`config.mk`:
```
export PLATFORM = sky130hd
export DESIGN_NAME = touch_event_calibrator
export DESIGN_NICKNAME = d
export VERILOG_FILES = /design/src/tec_pkg.sv /design/src/touch_event_calibrator.sv /design/src/tec_divider.sv /design/src/tec_cfg_regs.sv
export SDC_FILE = /design/constraint.sdc
export NUM_CORES = 1
export LEC_CHECK = 0
export ABC_AREA = 1
export BUFFER_PORTS_ARGS = -buffer_cell sky130_fd_sc_hd__buf_2
export CORE_MARGIN = 1.5
export CORE_UTILIZATION = 33
export CTS_CLUSTER_SIZE = 28
export DETAILED_ROUTE_END_ITERATION = 7
export SYNTH_ARGS = -nofsm -noshare
export SYNTH_HDL_FRONTEND = slang
export SYNTH_SLANG_ARGS = --single-unit
```
`constraint.sdc`:
```
create_clock -name i_clk -period 13.2 [get_ports i_clk]
set_input_delay 0.66 -clock i_clk [delete_from_list [all_inputs] [get_ports i_clk]]
set_output_delay 0.66 -clock i_clk [all_outputs]
set_load 0.005 [all_outputs]
```
`src/tec_pkg.sv`:
```
// ----------------------------------------------------------------------------
// tec_pkg
// Shared types and constants of the touch event calibrator: event kinds,
// register indexes, register reset values and calibration constants.
// ----------------------------------------------------------------------------
package tec_pkg;

    // Default widths of the raw readings and of the screen resolution.
    localparam int RAW_BITS_DEF    = 16;
    localparam int SCREEN_BITS_DEF = 12;

    // Byte address width of the configuration port (six 32-bit registers).
    localparam int ADDR_BITS = 5;
    localparam int DATA_BITS = 32;

    // Calibration constants: the span is shrunk by 30 pixels and offset by 15.
    localparam int CAL_SHRINK = 30;
    localparam int CAL_MARGIN = 15;

    // Pressure reported while touched and after release.
    localparam logic [7:0] PRESS_DOWN = 8'hFF;
    localparam logic [7:0] PRESS_UP   = 8'h00;

    // Register reset values.
    localparam int RST_MIN    = 0;
    localparam int RST_MAX    = 4095;
    localparam int RST_WIDTH  = 320;
    localparam int RST_HEIGHT = 240;

    typedef enum logic [1:0] {
        KIND_ABS_X = 2'd0,
        KIND_ABS_Y = 2'd1,
        KIND_KEY   = 2'd2,
        KIND_OTHER = 2'd3
    } t_kind;

    typedef enum logic [2:0] {
        REG_X_MIN  = 3'd0,
        REG_X_MAX  = 3'd1,
        REG_Y_MIN  = 3'd2,
        REG_Y_MAX  = 3'd3,
        REG_WIDTH  = 3'd4,
        REG_HEIGHT = 3'd5
    } t_reg_idx;

endpackage

```
`src/touch_event_calibrator.sv`:
```
// ----------------------------------------------------------------------------
// touch_event_calibrator
// Linear touchscreen calibration of raw input events with position reports.
// ----------------------------------------------------------------------------
// The block takes one raw touch event per input word: tuser carries the event
// kind (absolute X, absolute Y, touch key, other) and tdata the raw value. An
// absolute coordinate is scaled as ((v - min) * (res - 30)) / (max - min) + 15
// with signed arithmetic and a quotient truncated toward zero; a zero span
// gives a scaled term of zero. The value is clamped to 0..res, mirrored as
// res - v and held. A report word (pos_x, pos_y, pressure) follows when the
// other coordinate is valid. A touch-down sets pressure to 255 and marks both
// coordinates invalid (-1) without a report; a touch-up sets pressure to 0
// and always reports. Other events are dropped. A coordinate event occupies
// the block from acceptance through subtract, multiply, divider load, divide,
// finish and commit; the serial divider retires one quotient bit per cycle.
// Key and other events go straight to commit. The report sits in an output
// register, so the block only stalls at the commit step when a previous
// report has not been taken. Configuration registers are to be written
// through the APB port while idle by the user; the block does not enforce it.
// ----------------------------------------------------------------------------
module touch_event_calibrator
    import tec_pkg::*;
#(
    parameter int RAW_BITS    = RAW_BITS_DEF,
    parameter int SCREEN_BITS = SCREEN_BITS_DEF,
    parameter int IN_BITS     = ((RAW_BITS + 7) / 8) * 8,
    parameter int OUT_BITS    = ((2 * (SCREEN_BITS + 1) + 8 + 7) / 8) * 8
) (
    input  logic                 i_clk,
    input  logic                 i_rst_n,
    // Input events.
    input  logic                 i_s_tvalid,
    output logic                 o_s_tready,
    input  logic [IN_BITS-1:0]   i_s_tdata,   // raw_value
    input  logic [1:0]           i_s_tuser,   // req_type
    // Position reports.
    output logic                 o_m_tvalid,
    input  logic                 i_m_tready,
    output logic [OUT_BITS-1:0]  o_m_tdata,   // pos_x, pos_y, pressure
    // Configuration.
    input  logic                 psel,
    input  logic                 penable,
    input  logic                 pwrite,
    input  logic [ADDR_BITS-1:0] paddr,
    input  logic [DATA_BITS-1:0] pwdata,
    output logic [DATA_BITS-1:0] prdata,
    output logic                 pready
);

    localparam int POS_BITS  = SCREEN_BITS + 1;
    localparam int PROD_BITS = RAW_BITS + SCREEN_BITS + 2;

    localparam logic signed [PROD_BITS:0]   MARGIN_W = (PROD_BITS + 1)'(CAL_MARGIN);
    localparam logic signed [SCREEN_BITS:0] SHRINK_W = (SCREEN_BITS + 1)'(CAL_SHRINK);
    localparam logic [POS_BITS-1:0]         POS_NONE = {POS_BITS{1'b1}};

    // The sequencer walks one coordinate through subtract, multiply, divider load,
    // divide, finish and commit. Key and other events go straight to commit.
    typedef enum logic [6:0] {
        S_IDLE   = 7'b0000001,
        S_SUB    = 7'b0000010,
        S_MUL    = 7'b0000100,
        S_LOAD   = 7'b0001000,
        S_DIV    = 7'b0010000,
        S_FIN    = 7'b0100000,
        S_COMMIT = 7'b1000000
    } t_state;

    t_state r_state, n_state;

    // Configuration values.
    logic [RAW_BITS-1:0]    w_x_min, w_x_max, w_y_min, w_y_max;
    logic [SCREEN_BITS-1:0] w_width, w_height;

    // Accepted event.
    t_kind               r_kind;
    logic [RAW_BITS-1:0] r_raw;

    // Datapath registers.
    logic signed [RAW_BITS:0]    r_diff;
    logic signed [RAW_BITS:0]    r_span;
    logic signed [SCREEN_BITS:0] r_factor;
    logic [SCREEN_BITS-1:0]      r_res;
    logic signed [PROD_BITS-1:0] r_prod;
    logic [POS_BITS-1:0]         r_calc;

    // Held state.
    logic [POS_BITS-1:0] r_held_x;
    logic [POS_BITS-1:0] r_held_y;
    logic [7:0]          r_held_p;

    // Output register.
    logic                r_ovalid;
    logic [POS_BITS-1:0] r_out_x;
    logic [POS_BITS-1:0] r_out_y;
    logic [7:0]          r_out_p;

    logic                        w_accept;
    logic                        w_commit;
    logic                        w_is_x;
    logic                        w_div_done;
    logic signed [PROD_BITS-1:0] w_quot;
    logic signed [PROD_BITS:0]   w_sum;
    logic signed [PROD_BITS:0]   w_res;
    logic signed [PROD_BITS:0]   w_clamp;
    logic signed [PROD_BITS:0]   w_mirror;
    logic                        w_report;
    logic [POS_BITS-1:0]         n_held_x;
    logic [POS_BITS-1:0]         n_held_y;
    logic [7:0]                  n_held_p;

    tec_cfg_regs #(
        .RAW_BITS    (RAW_BITS),
        .SCREEN_BITS (SCREEN_BITS)
    ) u_cfg (
        .i_clk    (i_clk),
        .i_rst_n  (i_rst_n),
        .psel     (psel),
        .penable  (penable),
        .pwrite   (pwrite),
        .paddr    (paddr),
        .pwdata   (pwdata),
        .prdata   (prdata),
        .pready   (pready),
        .o_x_min  (w_x_min),
        .o_x_max  (w_x_max),
        .o_y_min  (w_y_min),
        .o_y_max  (w_y_max),
        .o_width  (w_width),
        .o_height (w_height)
    );

    tec_divider #(
        .NUM_BITS (PROD_BITS),
        .DEN_BITS (RAW_BITS)
    ) u_div (
        .i_clk      (i_clk),
        .i_rst_n    (i_rst_n),
        .i_start    (r_state == S_LOAD),
        .i_dividend (r_prod),
        .i_divisor  (r_span),
        .o_done     (w_div_done),
        .o_quot     (w_quot)
    );

    assign o_s_tready = (r_state == S_IDLE);
    assign w_accept   = i_s_tvalid & o_s_tready;
    // A commit waits until the output register is free or being emptied.
    assign w_commit   = (r_state == S_COMMIT) & (~r_ovalid | i_m_tready);
    assign w_is_x     = (r_kind == KIND_ABS_X);

    always_comb begin
        n_state = r_state;
        case (r_state)
            S_IDLE: begin
                if (w_accept) begin
                    if (i_s_tuser[1]) begin
                        n_state = S_COMMIT;
                    end else begin
                        n_state = S_SUB;
                    end
                end
            end
            S_SUB:  n_state = S_MUL;
            S_MUL:  n_state = S_LOAD;
            S_LOAD: n_state = S_DIV;
            S_DIV: begin
                if (w_div_done) begin
                    n_state = S_FIN;
                end
            end
            S_FIN:  n_state = S_COMMIT;
            S_COMMIT: begin
                if (w_commit) begin
                    n_state = S_IDLE;
                end
            end
            default: n_state = S_IDLE;
        endcase
    end

    always_ff @(posedge i_clk) begin
        if (!i_rst_n) begin
            r_state <= S_IDLE;
        end else begin
            r_state <= n_state;
        end
    end

    always_ff @(posedge i_clk) begin
        if (w_accept) begin
            r_kind <= t_kind'(i_s_tuser);
            r_raw  <= i_s_tdata[RAW_BITS-1:0];
        end
    end

    // Subtract stage: offset, span and resolution factor of the chosen axis.
    always_ff @(posedge i_clk) begin
        if (r_state == S_SUB) begin
            if (w_is_x) begin
                r_diff <= $signed({1'b0, r_raw}) - $signed({1'b0, w_x_min});
                r_span <= $signed({1'b0, w_x_max}) - $signed({1'b0, w_x_min});
                r_res  <= w_width;
                r_factor <= $signed({1'b0, w_width}) - SHRINK_W;
            end else begin
                r_diff <= $signed({1'b0, r_raw}) - $signed({1'b0, w_y_min});
                r_span <= $signed({1'b0, w_y_max}) - $signed({1'b0, w_y_min});
                r_res  <= w_height;
                r_factor <= $signed({1'b0, w_height}) - SHRINK_W;
            end
        end
    end

    always_ff @(posedge i_clk) begin
        if (r_state == S_MUL) begin
            r_prod <= r_diff * r_factor;
        end
    end

    // Finish: add the margin, clamp to 0..res and mirror.
    always_comb begin
        w_res = $signed({{(PROD_BITS + 1 - SCREEN_BITS){1'b0}}, r_res});
        if (r_span == '0) begin
            w_sum = MARGIN_W;
        end else begin
            w_sum = $signed({w_quot[PROD_BITS-1], w_quot}) + MARGIN_W;
        end
        if (w_sum < 0) begin
            w_clamp = '0;
        end else if (w_sum > w_res) begin
            w_clamp = w_res;
        end else begin
            w_clamp = w_sum;
        end
        w_mirror = w_res - w_clamp;
    end

    always_ff @(posedge i_clk) begin
        if (r_state == S_FIN) begin
            r_calc <= {1'b0, w_mirror[SCREEN_BITS-1:0]};
        end
    end

    // Commit: update the held state and decide whether a report goes out.
    always_comb begin
        n_held_x = r_held_x;
        n_held_y = r_held_y;
        n_held_p = r_held_p;
        w_report = 1'b0;
        case (r_kind)
            KIND_ABS_X: begin
                n_held_x = r_calc;
                w_report = (r_held_y != POS_NONE);
            end
            KIND_ABS_Y: begin
                n_held_y = r_calc;
                w_report = (r_held_x != POS_NONE);
            end
            KIND_KEY: begin
                if (r_raw != '0) begin
                    n_held_p = PRESS_DOWN;
                    n_held_x = POS_NONE;
                    n_held_y = POS_NONE;
                end else begin
                    n_held_p = PRESS_UP;
                    w_report = 1'b1;
                end
            end
            default: ;
        endcase
    end

    always_ff @(posedge i_clk) begin
        if (!i_rst_n) begin
            r_held_x <= '0;
            r_held_y <= '0;
            r_held_p <= '0;
            r_ovalid <= 1'b0;
        end else begin
            // A new report refills the register even as the old one leaves.
            if (w_commit && w_report) begin
                r_ovalid <= 1'b1;
            end else if (r_ovalid && i_m_tready) begin
                r_ovalid <= 1'b0;
            end
            if (w_commit) begin
                r_held_x <= n_held_x;
                r_held_y <= n_held_y;
                r_held_p <= n_held_p;
            end
        end
    end

    always_ff @(posedge i_clk) begin
        if (w_commit && w_report) begin
            r_out_x <= n_held_x;
            r_out_y <= n_held_y;
            r_out_p <= n_held_p;
        end
    end

    always_comb begin
        o_m_tdata = '0;
        o_m_tdata[POS_BITS-1:0]              = r_out_x;
        o_m_tdata[2*POS_BITS-1:POS_BITS]     = r_out_y;
        o_m_tdata[2*POS_BITS+7:2*POS_BITS]   = r_out_p;
    end

    assign o_m_tvalid = r_ovalid;

    // The divider only finishes while the sequencer waits for it.
    a_div_done_in_div: assert property (@(posedge i_clk) disable iff (!i_rst_n)
        w_div_done |-> (r_state == S_DIV))
        else $error("divider finished outside the divide step");

    // A coordinate event starts the arithmetic, a key or other event goes to commit.
    a_accept_route: assert property (@(posedge i_clk) disable iff (!i_rst_n)
        (w_accept && !i_s_tuser[1]) |=> (r_state == S_SUB))
        else $error("coordinate event did not enter the subtract step");

    a_key_route: assert property (@(posedge i_clk) disable iff (!i_rst_n)
        (w_accept && i_s_tuser[1]) |=> (r_state == S_COMMIT))
        else $error("key event did not go to commit");

    // A held coordinate is either a pixel position or the invalid mark.
    a_held_x_form: assert property (@(posedge i_clk) disable iff (!i_rst_n)
        r_held_x[POS_BITS-1] |-> (r_held_x == POS_NONE))
        else $error("held X is negative but not the invalid mark");

    // Reported pressure is only ever touched or released.
    a_pressure: assert property (@(posedge i_clk) disable iff (!i_rst_n)
        r_ovalid |-> (r_out_p == PRESS_DOWN || r_out_p == PRESS_UP))
        else $error("reported pressure is neither touched nor released");

endmodule

```
`src/tec_divider.sv`:
```
// ----------------------------------------------------------------------------
// tec_divider
// Serial signed divider: one restoring step per cycle on the magnitudes,
// then a sign fix. The quotient truncates toward zero.
// ----------------------------------------------------------------------------
module tec_divider #(
    parameter int NUM_BITS = 30,
    parameter int DEN_BITS = 16
) (
    input  logic                       i_clk,
    input  logic                       i_rst_n,
    input  logic                       i_start,
    input  logic signed [NUM_BITS-1:0] i_dividend,
    input  logic signed [DEN_BITS:0]   i_divisor,
    output logic                       o_done,
    output logic signed [NUM_BITS-1:0] o_quot
);

    localparam int CNT_BITS = $clog2(NUM_BITS + 1);

    logic                       r_busy;
    logic                       r_done;
    logic                       r_neg;
    logic [CNT_BITS-1:0]        r_cnt;
    logic [NUM_BITS-1:0]        r_num;
    logic [DEN_BITS-1:0]        r_den;
    logic [DEN_BITS-1:0]        r_rem;
    logic signed [NUM_BITS-1:0] r_quot;

    logic [DEN_BITS:0]   w_shift;
    logic [DEN_BITS+1:0] w_sub;
    logic                w_ge;
    logic [DEN_BITS:0]   w_den_neg;

    assign w_shift   = {r_rem, r_num[NUM_BITS-1]};
    assign w_sub     = {1'b0, w_shift} - {2'b00, r_den};
    assign w_ge      = ~w_sub[DEN_BITS+1];
    assign w_den_neg = -i_divisor;

    always_ff @(posedge i_clk) begin
        if (!i_rst_n) begin
            r_busy <= 1'b0;
            r_done <= 1'b0;
            r_cnt  <= '0;
        end else begin
            // Done pulses for one cycle once the last step has been taken.
            r_done <= ~i_start & r_busy & (r_cnt == '0);
            if (i_start) begin
                r_busy <= 1'b1;
                r_cnt  <= CNT_BITS'(NUM_BITS);
            end else if (r_busy) begin
                if (r_cnt != '0) begin
                    r_cnt <= r_cnt - 1'b1;
                end else begin
                    r_busy <= 1'b0;
                end
            end
        end
    end

    // The dividend register shifts left and collects quotient bits at the bottom.
    always_ff @(posedge i_clk) begin
        if (i_start) begin
            r_num <= i_dividend[NUM_BITS-1] ? NUM_BITS'(-i_dividend)
                                            : NUM_BITS'(i_dividend);
            r_den <= i_divisor[DEN_BITS] ? w_den_neg[DEN_BITS-1:0]
                                         : i_divisor[DEN_BITS-1:0];
            r_rem <= '0;
            r_neg <= i_dividend[NUM_BITS-1] ^ i_divisor[DEN_BITS];
        end else if (r_busy) begin
            if (r_cnt != '0) begin
                r_num <= {r_num[NUM_BITS-2:0], w_ge};
                r_rem <= w_ge ? w_sub[DEN_BITS-1:0] : w_shift[DEN_BITS-1:0];
            end else begin
                r_quot <= r_neg ? -$signed(r_num) : $signed(r_num);
            end
        end
    end

    assign o_done = r_done;
    assign o_quot = r_quot;

endmodule

```
`src/tec_cfg_regs.sv`:
```
// ----------------------------------------------------------------------------
// tec_cfg_regs
// Calibration and resolution registers behind a simple APB-style port.
// ----------------------------------------------------------------------------
module tec_cfg_regs
    import tec_pkg::*;
#(
    parameter int RAW_BITS    = RAW_BITS_DEF,
    parameter int SCREEN_BITS = SCREEN_BITS_DEF
) (
    input  logic                   i_clk,
    input  logic                   i_rst_n,
    input  logic                   psel,
    input  logic                   penable,
    input  logic                   pwrite,
    input  logic [ADDR_BITS-1:0]   paddr,
    input  logic [DATA_BITS-1:0]   pwdata,
    output logic [DATA_BITS-1:0]   prdata,
    output logic                   pready,
    output logic [RAW_BITS-1:0]    o_x_min,
    output logic [RAW_BITS-1:0]    o_x_max,
    output logic [RAW_BITS-1:0]    o_y_min,
    output logic [RAW_BITS-1:0]    o_y_max,
    output logic [SCREEN_BITS-1:0] o_width,
    output logic [SCREEN_BITS-1:0] o_height
);

    logic [RAW_BITS-1:0]    r_x_min;
    logic [RAW_BITS-1:0]    r_x_max;
    logic [RAW_BITS-1:0]    r_y_min;
    logic [RAW_BITS-1:0]    r_y_max;
    logic [SCREEN_BITS-1:0] r_width;
    logic [SCREEN_BITS-1:0] r_height;

    t_reg_idx w_idx;
    logic     w_wr;

    assign w_idx  = t_reg_idx'(paddr[ADDR_BITS-1:2]);
    assign w_wr   = psel & penable & pwrite;
    assign pready = 1'b1;

    always_ff @(posedge i_clk) begin
        if (!i_rst_n) begin
            r_x_min  <= RAW_BITS'(RST_MIN);
            r_x_max  <= RAW_BITS'(RST_MAX);
            r_y_min  <= RAW_BITS'(RST_MIN);
            r_y_max  <= RAW_BITS'(RST_MAX);
            r_width  <= SCREEN_BITS'(RST_WIDTH);
            r_height <= SCREEN_BITS'(RST_HEIGHT);
        end else if (w_wr) begin
            case (w_idx)
                REG_X_MIN:  r_x_min  <= pwdata[RAW_BITS-1:0];
                REG_X_MAX:  r_x_max  <= pwdata[RAW_BITS-1:0];
                REG_Y_MIN:  r_y_min  <= pwdata[RAW_BITS-1:0];
                REG_Y_MAX:  r_y_max  <= pwdata[RAW_BITS-1:0];
                REG_WIDTH:  r_width  <= pwdata[SCREEN_BITS-1:0];
                REG_HEIGHT: r_height <= pwdata[SCREEN_BITS-1:0];
                default: ;
            endcase
        end
    end

    always_comb begin
        case (w_idx)
            REG_X_MIN:  prdata = DATA_BITS'(r_x_min);
            REG_X_MAX:  prdata = DATA_BITS'(r_x_max);
            REG_Y_MIN:  prdata = DATA_BITS'(r_y_min);
            REG_Y_MAX:  prdata = DATA_BITS'(r_y_max);
            REG_WIDTH:  prdata = DATA_BITS'(r_width);
            REG_HEIGHT: prdata = DATA_BITS'(r_height);
            default:    prdata = '0;
        endcase
    end

    assign o_x_min  = r_x_min;
    assign o_x_max  = r_x_max;
    assign o_y_min  = r_y_min;
    assign o_y_max  = r_y_max;
    assign o_width  = r_width;
    assign o_height = r_height;

endmodule
```
After elaboration in Yosys (flattened, before gate mapping)
Index checks and enable logic that the tools add are counted.
{"block": "classes", "n_mul": 1, "shift": 0, "eq_ne": 19, "reduce_logical": 22, "n_div": 0, "n_mux": 36, "n_bitwise": 13, "addsub": 13, "n_lt_le_gt_ge": 2}
{"op": "$mux W30", "count": 5}
{"op": "$pmux W16 S6", "count": 1}
{"op": "$sub A16 B16 Y17", "count": 4}
{"op": "$neg A30 Y30", "count": 2}
{"op": "$pmux W13 S2", "count": 2}
{"op": "$pmux W7 S7", "count": 1}
{"op": "$mux W13", "count": 3}
{"op": "$mux W12", "count": 3}
{"op": "$mux W17", "count": 2}
{"op": "$mux W16", "count": 2}
{"op": "$add A30 B5 Y31 const B", "count": 1}
{"op": "$gt A31 B13 Y1", "count": 1}
{"op": "$lt A31 B1 Y1 const B", "count": 1}
{"op": "$mux W31", "count": 1}
{"op": "$mul A17 B13 Y30", "count": 1}
{"op": "$mux W7", "count": 4}
{"op": "$ne A13 B13 Y1 const B", "count": 2}
{"op": "$sub A12 B5 Y13 const B", "count": 2}
{"op": "$sub A17 B16 Y18", "count": 1}
{"op": "$logic_not A17 Y1", "count": 1}
{"op": "$mux W8", "count": 2}
{"op": "$neg A16 Y16", "count": 1}
{"op": "$reduce_and A2 Y1", "count": 8}
{"op": "$reduce_bool A16 Y1", "count": 1}
{"op": "other kinds (31)", "count": 54}
{"block": "totals", "input_bits": 62, "romBits": 0, "latchBits": 0, "ram_bits": 0, "out_inout_bits": 75, "regBits": 383, "mem_count": 0}

Longest topological paths before layout
{"block": "depth", "ltp_word": 6, "depth_mapped": 30, "depth_no_buf": 29}

Cells and area by module
A second synthesis with hierarchy kept.
{"block": "unflattened", "cells_unflattened": 4092, "area_unflattened_um2": 31453.9}
{"mod": "touch_event_calibrator", "cells_each": 2498, "instances": 1, "area_per_inst_um2": 20209.4}
{"mod": "tec_divider", "cells_each": 909, "instances": 1, "area_per_inst_um2": 6777.8}
{"mod": "tec_cfg_regs", "cells_each": 685, "instances": 1, "area_per_inst_um2": 4466.8}

Worst setup path before layout
Ideal clock, no wire load.
{"block": "synth_timing", "path_kind": "flip-flop to flip-flop", "from": "register r_state[6]", "to": "register r_state[2]", "t_arrival_ns": 6.704, "slack_ns": 6.407, "synth_period_minus_slack_ns": 6.793, "path_stages_with_launch": 5, "setup_time_ns": 0.089, "path_cell_list": "dfxtp_1 > nor2_1 > nand2_1 > nor4_1 > and3_1"}
{"block": "synth_via", "elab_chain_len": 4, "word_cells_on_any_way": 14, "classes_between": "eq/ne (10); mux (1); bitwise (2); reduce/logical (1)"}
{"item": "start: declaration", "line_no": "touch_event_calibrator.sv:69", "rtl": "t_state r_state, n_state;"}
{"item": "start signal: assignment", "line_no": "touch_event_calibrator.sv:186", "rtl": "r_state <= n_state;"}
{"item": "$eq A7 B7 Y1 / $eq A7 B1 Y1 (equally long branches)", "line_no": "touch_event_calibrator.sv:149, touch_event_calibrator.sv:154, touch_event_calibrator.sv:146"}
{"item": "$and A1 B1 Y1 (on tied branches)", "line_no": "touch_event_calibrator.sv:149, touch_event_calibrator.sv:147"}
{"item": "$ne A2 B2 Y1 (no source line) / $ne A2 B1 Y1 (equally long branches)"}
{"item": "$reduce_and A3 Y1 (no source line)"}
Parallel ways exist; a longest one is shown, timed or not.
A chain may end at the register's enable or synchronous reset.

Worst setup path after layout
{"block": "layout_timing", "from": "register r_factor[12]", "to": "register r_prod[19], data pin"}
{"block": "layout_via", "elab_chain_len": 1}
{"item": "start: declaration", "line_no": "touch_event_calibrator.sv:82", "rtl": "logic signed [SCREEN_BITS:0] r_factor;"}
{"item": "start signal: assignment", "line_no": "touch_event_calibrator.sv:204", "rtl": "r_factor <= $signed({1'b0, w_width}) - SHRINK_W;"}
{"item": "start signal: assignment", "line_no": "touch_event_calibrator.sv:209", "rtl": "r_factor <= $signed({1'b0, w_height}) - SHRINK_W;"}
{"item": "$mul A17 B13 Y30", "line_no": "touch_event_calibrator.sv:216", "rtl": "r_prod <= r_diff * r_factor;"}
{"item": "end signal: assignment", "line_no": "touch_event_calibrator.sv:216"}
{"item": "end: declaration", "line_no": "touch_event_calibrator.sv:84", "rtl": "logic signed [PROD_BITS-1:0] r_prod;"}
Every way passes these cells.

==> impl_metrics.env <==
export IMPL_syn_area_um2=29600
export IMPL_intPower_uw=2910
export IMPL_crit_path_top_delay_cell="fa_1"
export IMPL_ff_latch_area_um2=9940
export IMPL_cts_path_max_buffers=3
export IMPL_clk_pin_slew_ns=0.06
export IMPL_crit_chain="inv_1 -> or2_2 -> fa_1 -> fa_1 -> inv_1 -> fa_1 -> inv_1 -> fa_1 -> inv_1 -> fa_1 -> fa_1 -> ha_1 -> nand2_1 -> nand2_1 -> nand2_1 -> nand2_1 -> nor2_1 -> nand2_1 -> a21boi_0 -> o21ai_0 -> xor2_1"
export IMPL_worstSetupEndpointType="flop"
export IMPL_h_tree_depth=2
export IMPL_p_switching_uw=1700
export IMPL_yosysTopAreaCellShare=0.233
export IMPL_synth_avg_cell_area_um2=8.19
export IMPL_clock_power_share=0.279
export IMPL_multi_input_area_um2=16700
export IMPL_combPwrFrac=0.411
export IMPL_synth_edf_count=229
export IMPL_routabilityCongestion=0.895
export IMPL_antenna_found_initial=1
export IMPL_startpoint_type="flop"
export IMPL_synth_ff_type="edfxtp_1"
export IMPL_worstPathArrival_ns=6.52
export IMPL_path_max_fanout=17
export IMPL_nNetsFinal=4100
export IMPL_fmax_mhz=161
export IMPL_setup_slack_ns=7.00
export IMPL_synth_cell_types=59
export IMPL_worst_pin_slew_ns=1.24
export IMPL_vias=23200
export IMPL_worst_path_most_repeated_cell="fa_1"
export IMPL_clock_sinks=382
export IMPL_rsz0062_at_grt="false"
export IMPL_cts_resized=0
export IMPL_power_density_nw_per_um2=141
export IMPL_die_area_um2=91400
export IMPL_power_frac_seq=0.310
export IMPL_status="finished, violations left"
export IMPL_synthCells=3610
export IMPL_die_y_um=302
export IMPL_p_leak_uw=0.0152
export IMPL_peakVddDrop_uv=108
export IMPL_grt_overflow_total=0
export IMPL_route_detailed_drc=11
export IMPL_diodes=0
export IMPL_coreArea_um2=88500
export IMPL_final_antenna_net_count=0
export IMPL_synthArstFlopShare=0
export IMPL_grt_pass1_vias=22800
export IMPL_synthToLayoutAreaGrowth_pct=10.5
export IMPL_yosys_warnings=0
export IMPL_drive_above_1_share=0.0683
export IMPL_finClkSkew_ns=0.0344
export IMPL_post_place_ws_ns=6.98
export IMPL_cts_tree="yes"
export IMPL_ioPinCount=137
export IMPL_synth_area_leader_cell="edfxtp_1"
export IMPL_synth_seq_cells=382
export IMPL_report_power_total_uw=4610
export IMPL_grt_usage=0.163
export IMPL_insertion_delay_ns=0.60
export IMPL_nFillCells=9092
export IMPL_cpPeakStageDelay_ns=0.56
export IMPL_cts_setup_buffers=0
export IMPL_violations="DRC"
export IMPL_layout_min_cycle_time_ns=6.20
export IMPL_totalWireLength_um=73700
export IMPL_start_util=0.334
export IMPL_port_buffers=95
export IMPL_place_hpwl_um=57100
export IMPL_placed_area_um2=31100
export IMPL_cts_root_buf="clkbuf_16"
export IMPL_setup_viol=0
export IMPL_slew_headroom=0.172
export IMPL_die_w_um=302
export IMPL_cts_hold_buf=0
export IMPL_swShare=0.368
export IMPL_drt_pass1_iterations=7
export IMPL_fin_util=0.369
export IMPL_finalMaxSlewViolations=0
export IMPL_ys_seq_area_frac=0.336
export IMPL_grt_max_degree=88
export IMPL_numCtsBuffers=44
export IMPL_setup_tns_ns=0
export IMPL_wl_per_cell_um=15.2
export IMPL_first_iter_violations=1263
export IMPL_worst_setup_path_type="reg -> reg"
export IMPL_cp_data_required_time_ns=13.53
export IMPL_vias_per_cell=4.77
export IMPL_cap_violations=0
export IMPL_finalCritPeriodShare=0.469
export IMPL_fp_row_count=109
export IMPL_grt_pass1_wl_um=119000
export IMPL_timing_final_hold_violations=0
export IMPL_synth_top_cells_by_area="edfxtp_1, fa_1, dfxtp_1"
export IMPL_min_path_type="in -> reg"
export IMPL_fin_area_um2=32600
[layout make-up]
cell class                 count  share of cell area
clock inverter                29              0.0106
tap                         1165              0.0447
timing repair buffer         119              0.0201
multi-input combinational   2473               0.512
inverter                     635              0.0730
sequential                   382               0.304
clock buffer                  52              0.0353
[worst max-delay path: cells and delay by family (launching register included)]
| kind | cells | cell delay, ns |
|---|---|---|
| and+or+nand+nor | 7 | 0.85 |
| AOI/OAI and AO/OA | 2 | 0.54 |
| DFF | 1 | 0.42 |
| buffers and inverters | 4 | 0.45 |
| adders and majority gates | 7 | 3.49 |
| xor gates and xnor gates | 1 | 0.16 |
[power groups by stage]
stage | clock (uW) | sequential, uW | combinational (uW)
2_1_floorplan | 0 | 1440 | 1480
3_3_place_gp | 0 | 1450 | 1880
3_5_place_dp | 0 | 1460 | 1900
4_1_cts | 1310 | 1430 | 1920
5_1_grt | 1350 | 1430 | 2190
6_report | 1280 | 1430 | 1890
[layout by cell type, fill, tap and decap left out, types with 95 or more instances in the layout]
cell type	count
buf_2	95
dfxtp_1	153
ha_1	171
fa_1	211
inv_1	624
o21ai_0	244
nor2_1	279
nand2_1	776
a21oi_1	212
nand3_1	121
edfxtp_1	229
xor2_1	95
[synth_stat cells, drive strengths merged (4+ instances only)]
master   number
nand2       785
inv         629
nor2        296
o21ai       252
edfxtp      229
a21oi       213
fa          211
ha          172
dfxtp       153
nand3       125
clkbuf       96
xor2         95
xnor2        60
buf          45
nand4        33
nor3         29
o211ai       26
o22ai        19
or2          16
a22oi        15
a221oi       14
o2111ai      14
nor4         13
a31oi        10
o31ai        10
a21boi        8
o21bai        8
clkinv        6
nand3b        6
a21o          4
[state kept, by name, indices dropped and copies added, names as in the netlist, 16 cells and up]
signal / flops
u_div.r_den: 16
r_span: 17
r_diff: 17
r_prod: 30
u_cfg.o_x_max: 16
u_div.o_quot: 30
u_cfg.o_y_max: 16
r_raw: 16
u_div.r_num: 30
u_cfg.o_x_min: 16
u_div.r_rem: 16
u_cfg.o_y_min: 16
[routing by layer]
| layer | up-vias | GRT usage | routed length, um |
|---|---|---|---|
| li1 | 11600 | - | - |
| met1 | 10900 | 0.210 | 33500 |
| met2 | 507 | 0.274 | 33800 |
| met4 | 0 | 0.0562 | 2330 |
| met3 | 139 | 0.0301 | 4020 |
| met5 | - | 0 | 0 |
[per-stage QoR]
step / std cells / hold WS [ns]
final: 4855 / 0.243
after floorplan: 3631 / 0.426
after detailed placement: 4774 / 0.435
after CTS: 4855 / 0.216
after global placement: 4774 / 0.435
after global routing: 4855 / 0.225
[worst paths after layout]
path / from / end / slack (ns) / cells past startpoint
min: i_s_tdata[0] / r_raw[0] / 0.24 / 1
max reg2reg: r_factor[12] / r_prod[19] / 7.00 / 21
max: r_factor[12] / r_prod[19] / 7.00 / 21
min reg2reg: u_div.r_num[0] / u_div.o_quot[0] / 0.45 / 0
[cell families after synthesis]
kind of cell,after synthesis,synth area share
flip-flops,382,0.336
XOR/XNOR,155,0.0459
other,2,0.000254
buffers and inverters,776,0.102
AO/OA/AOI/OAI,601,0.114
multiplexers,2,0.000677
AND/OR/NAND/NOR,1309,0.185
adder cells (fa/ha/maj),383,0.216
Note: power is estimated with default switching activity, not from simulation.
